==> src/hdl/cbps_pkg.sv <==
`timescale 1ns / 1ps
// shared types and constants for the cubic bezier polyline sampler
// no dependencies

package cbps_pkg;

    localparam int COORD_WIDTH = 16;
    localparam int MAX_STEPS   = 64;
    localparam int T_FRAC      = 16;
    localparam int T_WIDTH     = 17;
    localparam int STEPS_WIDTH = 7;

    localparam logic [T_WIDTH-1:0] T_ONE = T_WIDTH'(65536);

    localparam logic [STEPS_WIDTH-1:0] STEPS_RESET = STEPS_WIDTH'(16);
    localparam logic [T_WIDTH-1:0]     TSTEP_RESET = T_WIDTH'(4096);

    // configuration register indexes
    localparam int CFG_IDX_WIDTH = 4;
    localparam logic [CFG_IDX_WIDTH-1:0] REG_STEPS = CFG_IDX_WIDTH'(0);
    localparam logic [CFG_IDX_WIDTH-1:0] REG_TSTEP = CFG_IDX_WIDTH'(1);
    localparam int CFG_DATA_WIDTH = 17;

    // de casteljau lerp sequence
    localparam int OP_WIDTH = 3;
    localparam logic [OP_WIDTH-1:0] OP_L1 = OP_WIDTH'(0);
    localparam logic [OP_WIDTH-1:0] OP_L2 = OP_WIDTH'(1);
    localparam logic [OP_WIDTH-1:0] OP_L3 = OP_WIDTH'(2);
    localparam logic [OP_WIDTH-1:0] OP_L4 = OP_WIDTH'(3);
    localparam logic [OP_WIDTH-1:0] OP_L5 = OP_WIDTH'(4);
    localparam logic [OP_WIDTH-1:0] OP_B  = OP_WIDTH'(5);

    typedef struct packed {
        logic signed [COORD_WIDTH-1:0] x;
        logic signed [COORD_WIDTH-1:0] y;
    } t_point;

    typedef struct packed {
        logic                          new_curve;
        logic signed [COORD_WIDTH-1:0] knot_x;
        logic signed [COORD_WIDTH-1:0] knot_y;
        logic signed [COORD_WIDTH-1:0] handle_in_x;
        logic signed [COORD_WIDTH-1:0] handle_in_y;
        logic signed [COORD_WIDTH-1:0] handle_out_x;
        logic signed [COORD_WIDTH-1:0] handle_out_y;
    } t_in_item;

    typedef struct packed {
        logic signed [COORD_WIDTH-1:0] seg_start_x;
        logic signed [COORD_WIDTH-1:0] seg_start_y;
        logic signed [COORD_WIDTH-1:0] seg_end_x;
        logic signed [COORD_WIDTH-1:0] seg_end_y;
        logic                          last_segment;
    } t_out_item;

endpackage

==> src/hdl/cubic_bezier_polyline_sampler.sv <==
`timescale 1ns / 1ps
// cubic bezier polyline sampler, top level: knot store, sample sequencer, output register
// depends on cbps_pkg and cbps_lerp2
// each segment item is worked out in turn by the sequencer, and the output can stall its emit:
//   six 2-d lerps, each a multiply then an add state on the one lerp unit, plus an emit
// a curve-start knot is only held, a drawing knot holds the input until its last segment is emitted
// sync active-low reset clears held knot, sequencer, output valid; 16 steps, t step 4096

module cubic_bezier_polyline_sampler #(
    parameter int MAX_STEPS = cbps_pkg::MAX_STEPS
) (
    input  logic                                  i_clk,
    input  logic                                  i_rst_n,
    // knot input channel
    input  logic                                  i_in_valid,
    output logic                                  o_in_ready,
    input  cbps_pkg::t_in_item                    i_in_item,
    // segment output channel
    output logic                                  o_out_valid,
    input  logic                                  i_out_ready,
    output cbps_pkg::t_out_item                   o_out_item,
    // configuration write port
    input  logic                                  i_cfg_we,
    input  logic [cbps_pkg::CFG_IDX_WIDTH-1:0]    i_cfg_index,
    input  logic [cbps_pkg::CFG_DATA_WIDTH-1:0]   i_cfg_data
);

    localparam int SW = $clog2(MAX_STEPS + 1);
    localparam int TW = cbps_pkg::T_WIDTH;
    localparam int AW = TW + 1;

    // sequencer states
    localparam logic [1:0] S_IDLE = 2'd0;
    localparam logic [1:0] S_MUL  = 2'd1;
    localparam logic [1:0] S_ADD  = 2'd2;
    localparam logic [1:0] S_EMIT = 2'd3;

    // configuration
    logic [cbps_pkg::STEPS_WIDTH-1:0] r_cfg_steps;
    logic [TW-1:0]                    r_cfg_tstep;

    // control
    logic [1:0]                     r_state, n_state;
    logic [cbps_pkg::OP_WIDTH-1:0]  r_op, n_op;
    logic [SW-1:0]                  r_j, n_j;
    logic [SW-1:0]                  r_steps, n_steps;
    logic [TW-1:0]                  r_acc, n_acc;
    logic [TW-1:0]                  r_t, n_t;
    logic                           r_have_prev, n_have_prev;
    logic                           r_out_valid, n_out_valid;

    // payload
    cbps_pkg::t_point    r_p0, r_p1, r_p2, r_p3, r_hnext;
    cbps_pkg::t_point    r_l1, r_l2, r_l3, r_l4, r_l5, r_b;
    cbps_pkg::t_point    r_a;
    cbps_pkg::t_out_item r_out;

    cbps_pkg::t_point w_op_a, w_op_b, w_res;
    cbps_pkg::t_point w_knot, w_hin, w_hout;

    logic w_in_acc, w_draw, w_out_free, w_emit, w_emit_last;
    logic w_start_sample;
    logic [SW-1:0] w_j_next, w_steps_eff, w_steps_sel;
    logic [AW-1:0] w_acc_base, w_acc_sum;

    assign w_knot = '{x: i_in_item.knot_x, y: i_in_item.knot_y};
    assign w_hin  = '{x: i_in_item.handle_in_x, y: i_in_item.handle_in_y};
    assign w_hout = '{x: i_in_item.handle_out_x, y: i_in_item.handle_out_y};

    assign o_in_ready  = (r_state == S_IDLE);
    assign w_in_acc    = i_in_valid && o_in_ready;
    // a knot draws only when it continues a curve
    assign w_draw      = w_in_acc && !i_in_item.new_curve && r_have_prev;
    assign w_out_free  = !r_out_valid || i_out_ready;
    assign w_emit      = (r_state == S_EMIT) && w_out_free;
    assign w_emit_last = w_emit && (r_j == r_steps);

    // step count clamped to 1..MAX_STEPS
    always_comb begin
        if (r_cfg_steps == '0) begin
            w_steps_eff = SW'(1);
        end else if (int'(r_cfg_steps) > MAX_STEPS) begin
            w_steps_eff = SW'(MAX_STEPS);
        end else begin
            w_steps_eff = SW'(r_cfg_steps);
        end
    end

    // next sample's t: running sum of t_step, saturated at one, forced to one on the last
    assign w_start_sample = w_draw || (w_emit && !w_emit_last);
    assign w_j_next       = w_draw ? SW'(1) : (r_j + SW'(1));
    assign w_steps_sel    = w_draw ? w_steps_eff : r_steps;
    assign w_acc_base     = w_draw ? '0 : AW'(r_acc);
    assign w_acc_sum      = w_acc_base + AW'(r_cfg_tstep);

    always_comb begin
        n_state     = r_state;
        n_op        = r_op;
        n_j         = r_j;
        n_steps     = r_steps;
        n_acc       = r_acc;
        n_t         = r_t;
        n_have_prev = r_have_prev;
        n_out_valid = r_out_valid;

        if (r_out_valid && i_out_ready) begin
            n_out_valid = 1'b0;
        end

        unique case (r_state)
            S_IDLE: begin
                if (w_in_acc) begin
                    n_have_prev = 1'b1;
                end
            end
            S_MUL: begin
                n_state = S_ADD;
            end
            S_ADD: begin
                if (r_op == cbps_pkg::OP_B) begin
                    n_state = S_EMIT;
                end else begin
                    n_op    = r_op + cbps_pkg::OP_WIDTH'(1);
                    n_state = S_MUL;
                end
            end
            S_EMIT: begin
                if (w_emit) begin
                    n_out_valid = 1'b1;
                    if (w_emit_last) begin
                        n_state = S_IDLE;
                    end
                end
            end
            default: begin
                n_state = S_IDLE;
            end
        endcase

        if (w_start_sample) begin
            n_state = S_MUL;
            n_op    = cbps_pkg::OP_L1;
            n_j     = w_j_next;
            n_steps = w_steps_sel;
            if (w_acc_sum > AW'(cbps_pkg::T_ONE)) begin
                n_acc = cbps_pkg::T_ONE;
            end else begin
                n_acc = w_acc_sum[TW-1:0];
            end
            n_t = (w_j_next == w_steps_sel) ? cbps_pkg::T_ONE : n_acc;
        end
    end

    always_ff @(posedge i_clk) begin
        if (!i_rst_n) begin
            r_state     <= S_IDLE;
            r_op        <= cbps_pkg::OP_L1;
            r_j         <= '0;
            r_steps     <= '0;
            r_acc       <= '0;
            r_t         <= '0;
            r_have_prev <= 1'b0;
            r_out_valid <= 1'b0;
            r_cfg_steps <= cbps_pkg::STEPS_RESET;
            r_cfg_tstep <= cbps_pkg::TSTEP_RESET;
        end else begin
            r_state     <= n_state;
            r_op        <= n_op;
            r_j         <= n_j;
            r_steps     <= n_steps;
            r_acc       <= n_acc;
            r_t         <= n_t;
            r_have_prev <= n_have_prev;
            r_out_valid <= n_out_valid;
            if (i_cfg_we) begin
                unique case (i_cfg_index)
                    cbps_pkg::REG_STEPS: r_cfg_steps <= i_cfg_data[cbps_pkg::STEPS_WIDTH-1:0];
                    cbps_pkg::REG_TSTEP: r_cfg_tstep <= i_cfg_data[TW-1:0];
                    default: ;
                endcase
            end
        end
    end

    // held knot: p0/p1 are cleared by reset; the first knot after reset is only held, even without new_curve
    always_ff @(posedge i_clk) begin
        if (!i_rst_n) begin
            r_p0 <= '0;
            r_p1 <= '0;
        end else if (w_in_acc && !w_draw) begin
            r_p0 <= w_knot;
            r_p1 <= w_hout;
        end else if (w_emit_last) begin
            // this knot becomes the previous one
            r_p0 <= r_p3;
            r_p1 <= r_hnext;
        end
    end

    always_ff @(posedge i_clk) begin
        if (w_draw) begin
            r_p2    <= w_hin;
            r_p3    <= w_knot;
            r_hnext <= w_hout;
            r_a     <= r_p0;
        end else if (w_emit) begin
            r_a <= r_b;
        end
        if (w_emit) begin
            r_out.seg_start_x  <= r_a.x;
            r_out.seg_start_y  <= r_a.y;
            r_out.seg_end_x    <= r_b.x;
            r_out.seg_end_y    <= r_b.y;
            r_out.last_segment <= (r_j == r_steps);
        end
    end

    // operand select for the lerp unit
    always_comb begin
        case (r_op)
            cbps_pkg::OP_L1: begin
                w_op_a = r_p0;
                w_op_b = r_p1;
            end
            cbps_pkg::OP_L2: begin
                w_op_a = r_p1;
                w_op_b = r_p2;
            end
            cbps_pkg::OP_L3: begin
                w_op_a = r_p2;
                w_op_b = r_p3;
            end
            cbps_pkg::OP_L4: begin
                w_op_a = r_l1;
                w_op_b = r_l2;
            end
            cbps_pkg::OP_L5: begin
                w_op_a = r_l2;
                w_op_b = r_l3;
            end
            default: begin
                w_op_a = r_l4;
                w_op_b = r_l5;
            end
        endcase
    end

    cbps_lerp2 u_lerp (
        .i_clk    (i_clk),
        .i_mul_en (r_state == S_MUL),
        .i_a      (w_op_a),
        .i_b      (w_op_b),
        .i_t      (r_t),
        .o_res    (w_res)
    );

    // lerp result write-back
    always_ff @(posedge i_clk) begin
        if (r_state == S_ADD) begin
            case (r_op)
                cbps_pkg::OP_L1: r_l1 <= w_res;
                cbps_pkg::OP_L2: r_l2 <= w_res;
                cbps_pkg::OP_L3: r_l3 <= w_res;
                cbps_pkg::OP_L4: r_l4 <= w_res;
                cbps_pkg::OP_L5: r_l5 <= w_res;
                default:         r_b  <= w_res;
            endcase
        end
    end

    assign o_out_valid = r_out_valid;
    assign o_out_item  = r_out;

    // t never goes past one
    a_t_range: assert property (@(posedge i_clk) disable iff (!i_rst_n)
        (r_t <= cbps_pkg::T_ONE) && (r_acc <= cbps_pkg::T_ONE))
        else $error("t above one");

    // sample index stays within the step count while busy
    a_j_range: assert property (@(posedge i_clk) disable iff (!i_rst_n)
        (r_state != S_IDLE) |-> ((r_j >= SW'(1)) && (r_j <= r_steps)))
        else $error("sample index out of range");

    // the last segment of a knot returns the sequencer to idle with the item flagged
    a_last_idle: assert property (@(posedge i_clk) disable iff (!i_rst_n)
        w_emit_last |=> ((r_state == S_IDLE) && o_out_valid && o_out_item.last_segment))
        else $error("last segment did not end the knot");

    // the final sample is always taken at t equal to one
    a_last_t: assert property (@(posedge i_clk) disable iff (!i_rst_n)
        ((r_state == S_MUL) && (r_j == r_steps)) |-> (r_t == cbps_pkg::T_ONE))
        else $error("final sample not at t one");

endmodule

==> src/hdl/cbps_lerp2.sv <==
`timescale 1ns / 1ps
// shared 2-d lerp unit: product registered, then rounding and offset add
// depends on cbps_pkg

module cbps_lerp2 (
    input  logic                               i_clk,
    input  logic                               i_mul_en,
    input  cbps_pkg::t_point                   i_a,
    input  cbps_pkg::t_point                   i_b,
    input  logic [cbps_pkg::T_WIDTH-1:0]       i_t,
    output cbps_pkg::t_point                   o_res
);

    localparam int CW = cbps_pkg::COORD_WIDTH;
    localparam int DW = CW + 1;
    localparam int PW = DW + cbps_pkg::T_WIDTH + 1;
    localparam logic signed [PW-1:0] ROUND = PW'(1) <<< (cbps_pkg::T_FRAC - 1);

    logic signed [DW-1:0] w_dx, w_dy;
    logic signed [cbps_pkg::T_WIDTH:0] w_ts;
    logic signed [PW-1:0] w_px, w_py;
    logic signed [PW-1:0] w_sx, w_sy;

    logic signed [PW-1:0] r_px, r_py;
    cbps_pkg::t_point     r_a;

    assign w_dx = $signed({i_b.x[CW-1], i_b.x}) - $signed({i_a.x[CW-1], i_a.x});
    assign w_dy = $signed({i_b.y[CW-1], i_b.y}) - $signed({i_a.y[CW-1], i_a.y});
    assign w_ts = $signed({1'b0, i_t});
    assign w_px = w_dx * w_ts;
    assign w_py = w_dy * w_ts;

    always_ff @(posedge i_clk) begin
        if (i_mul_en) begin
            r_px <= w_px;
            r_py <= w_py;
            r_a  <= i_a;
        end
    end

    // floor((d*t + half) / 2^16); result lies between a and b so it wraps cleanly
    assign w_sx = (r_px + ROUND) >>> cbps_pkg::T_FRAC;
    assign w_sy = (r_py + ROUND) >>> cbps_pkg::T_FRAC;
    assign o_res.x = $signed(r_a.x + w_sx[CW-1:0]);
    assign o_res.y = $signed(r_a.y + w_sy[CW-1:0]);

endmodule

==> config.mk <==
export PLATFORM = sky130hd
export DESIGN_NAME = cubic_bezier_polyline_sampler
export DESIGN_NICKNAME = d
export VERILOG_FILES = /design/src/hdl/cbps_pkg.sv /design/src/hdl/cubic_bezier_polyline_sampler.sv /design/src/hdl/cbps_lerp2.sv
export SDC_FILE = /design/constraint.sdc
export NUM_CORES = 2
export LEC_CHECK = 0
export ABC_AREA = 1
export BUFFER_PORTS_ARGS = -buffer_cell sky130_fd_sc_hd__buf_4
export CORE_MARGIN = 2
export CORE_UTILIZATION = 35
export DETAILED_ROUTE_END_ITERATION = 8
export GPL_TIMING_DRIVEN = 0
export PLACE_DENSITY_LB_ADDON = 0.3
export SYNTH_ARGS = -nofsm -noshare
export SYNTH_HDL_FRONTEND = slang
export SYNTH_SLANG_ARGS = --single-unit
==> constraint.sdc <==
create_clock -name i_clk -period 7.7 [get_ports i_clk]
set_input_delay 1.155 -clock i_clk [delete_from_list [all_inputs] [get_ports i_clk]]
set_output_delay 1.155 -clock i_clk [all_outputs]
set_load 0.02 [all_outputs]
==> qor.csv <==
stage,metric,value,unit
critical_path,crit_buf_inv,15,
status,status,finished with violations,
critical_path,cp.arrival,8870,ps
status,violations,setup timing,
grt,track_usage,21.89,%
logic_synthesis,async_flop_share,0,%
hold_path,hold_start,r_a[12],
placement,dpl.hpwl,119.1,mm
routing,vias,37920,
placement,gp_congestion,0.9435,
clock_network,clk_pin_slew,80,ps
logic_synthesis,avgSynthCellArea,9.040,sq um
routing,drt_iter0_drc,3331,
critical_path,slowest_stage,fa_1,
run,drv_cap,0,
clock_network,htreeDepth,2,
clock_network,root_buffer,clkbuf_16,
logic_synthesis,yosysWarnings,0,
sta,final.period_utilization,110.1,%
sta,finalWorstSetupSlack,-774.6,ps
clock_network,numCtsBuffers,59,
finish,fin_nets,6427,
critical_path,endpoint_kind,flip-flop,
clock_network,cts_tree,done,
clock_network,clock_path_buffers,3,
routing,antenna_left,0,
critical_path,crit_path_frequent_cell,fa_1,
die,die_w,368.1,microns
sta,hold_viol,0,
sta,rsz0062_at_grt,true,
grt,antenna_found_initial,0,
logic_synthesis,synth_edf_count,451,
critical_path,cp_max_fo,7,
routing,wirelength,152.5,mm
logic_synthesis,syn_nets,6011,
placement,placement.io_buffers,189,
critical_path,crit_type,flip-flop to flip-flop,
hold_path,hold_path.class,flip-flop to flip-flop,
critical_path,worstPathRequired,8100,ps
logic_synthesis,synthCells,5133,
sta,slew_headroom,4.049,%
routing,drc,0,
finish,layout_common_cells,"921 x nand2_1, 895 x inv_1, 451 x edfxtp_1",
routing,first_pass_iters,6,
logic_synthesis,synth_ff_type,edfxtp_1,
grt,grt_pass1_wl,227.1,mm
grt,globalRouteOverflowTotal,0,
sta,setup-violations-final,34,
finish,final_common_cell,nand2_1,
sta,max_freq,118.0,MHz
finish,drive_above_1_share,19.10,%
clock_network,cts.sinks,594,
critical_path,rr_startpoint,r_op[0],
logic_synthesis,ys_types,67,
sta,hold_slack,415.1,ps
logic_synthesis,synth_seq_area_share,35.36,%
finish,syn_to_final_growth,22.82,%
grt,grt_max_degree,49,
sta,drv_slew,0,
critical_path,crit_path_start_kind,flip-flop,
critical_path,worst_path_largest_cell_delay,560,ps
sta,period_minus_slack,8475,ps
die,die_height,368.1,microns
die,dieArea,0.1355,sq mm
die,core,0.1315,sq mm
logic_synthesis,synth-seq-cells,594,
logic_synthesis,synth_area,0.04640,sq mm
grt,grt_pass1_vias,37290,
die,start_util,35.30,%
sta,skew,39.87,ps
critical_path,critPathLaunch,r_op[0],
sta,tightest_slew,1424,ps
clock_network,insertion_delay,660,ps
routing,via_per_inst,5.157,
die,row_count,133,
critical_path,cp_top_family,adder cells,
routing,wl_per_cell,20.74,microns
die,io_pins,190,
[kinds of logic after synthesis]
family | synth area share, %
AOI/OAI and AO/OA | 8.669
buffers and inverters | 9.661
DFF | 35.36
xor gates and xnor gates | 2.227
and+or+nand+nor | 16.43
adders and majority gates | 27.65
[area by class of cell]
class	count	area, sq um
diodes	1	2.502
plain buffers	194	1269
clock buffers	90	1727
clock inverters	19	241.5
fillers	12700	74470
inverters	969	3704
multi-input cells	3373	28290
flip-flops and latches	594	16420
well taps	1755	2196
repair buffers	358	3144
[routing by layer]
metal,share of wire (%),vias up,GRT usage [%],wire (microns)
met2,48,1579,36.79,72490
met3,6.7,317,2.540,10260
li1,-,17260,-,-
met4,4.6,0,8.650,7060
met1,41,18760,28.78,62690
met5,0,-,0,0
[sequential cells by signal, summed over array words and instances (netlist names), 17 cells and up]
register,flops
u_lerp.r_py,17
o_out_item,65
u_lerp.r_px,17
r_l2,32
r_a,32
r_l3,32
r_p1,32
u_lerp.r_a,32
r_l4,32
r_cfg_tstep,17
r_l5,32
r_b,32
r_l1,32
r_p2,32
r_p3,32
r_p0,32
r_hnext,32
r_t,17
r_acc,17
[what timing repair did]
action                                  4_1_cts  5_1_grt
hold buffers                                  0        0
pin swaps                                    84      195
buffers inserted                             59       95
cloned                                        2        2
resized for setup                           408      358
endpoints found under the setup margin       34       34
[final timing paths]
kind         slack, ps  cells after the start              end
min                420                      0   o_out_item[45]
max               -770                     43  u_lerp.r_px[31]
max reg2reg       -770                     43  u_lerp.r_px[31]
min reg2reg        420                      0   o_out_item[45]
[through the flow]
stage	cell area, sq um	setup WS [ps]	std cells	utilization [%]	setup TNS [ps]
floorplan	46620	14.74	5133	-	0
global placement	50240	-2015	7077	38.21	-138700
detailed placement	50560	-2034	7089	38.46	-55330
CTS	54770	-594.0	7257	41.66	-13460
global route	56990	-1057	7352	43.35	-27920
finish	56990	-774.6	7353	43.35	-17330
[Yosys cell counts (all sizes together) (50+ instances only)]
master | instances | area [sq um]
a21oi | 147 | 743.2
o21ai | 265 | 1330
nand3 | 201 | 1064
ha | 304 | 3804
inv | 963 | 3615
buf | 50 | 290.3
dfxtp | 143 | 2863
clkbuf | 147 | 555.5
nor2 | 485 | 1867
a221oi | 59 | 516.8
xor2 | 76 | 695.7
a31oi | 82 | 519.3
fa | 451 | 9029
edfxtp | 451 | 13540
nand2 | 1034 | 3959
Power is not shown: default switching activity piles up to over one toggle a cycle in this logic, so the estimate is an artifact.
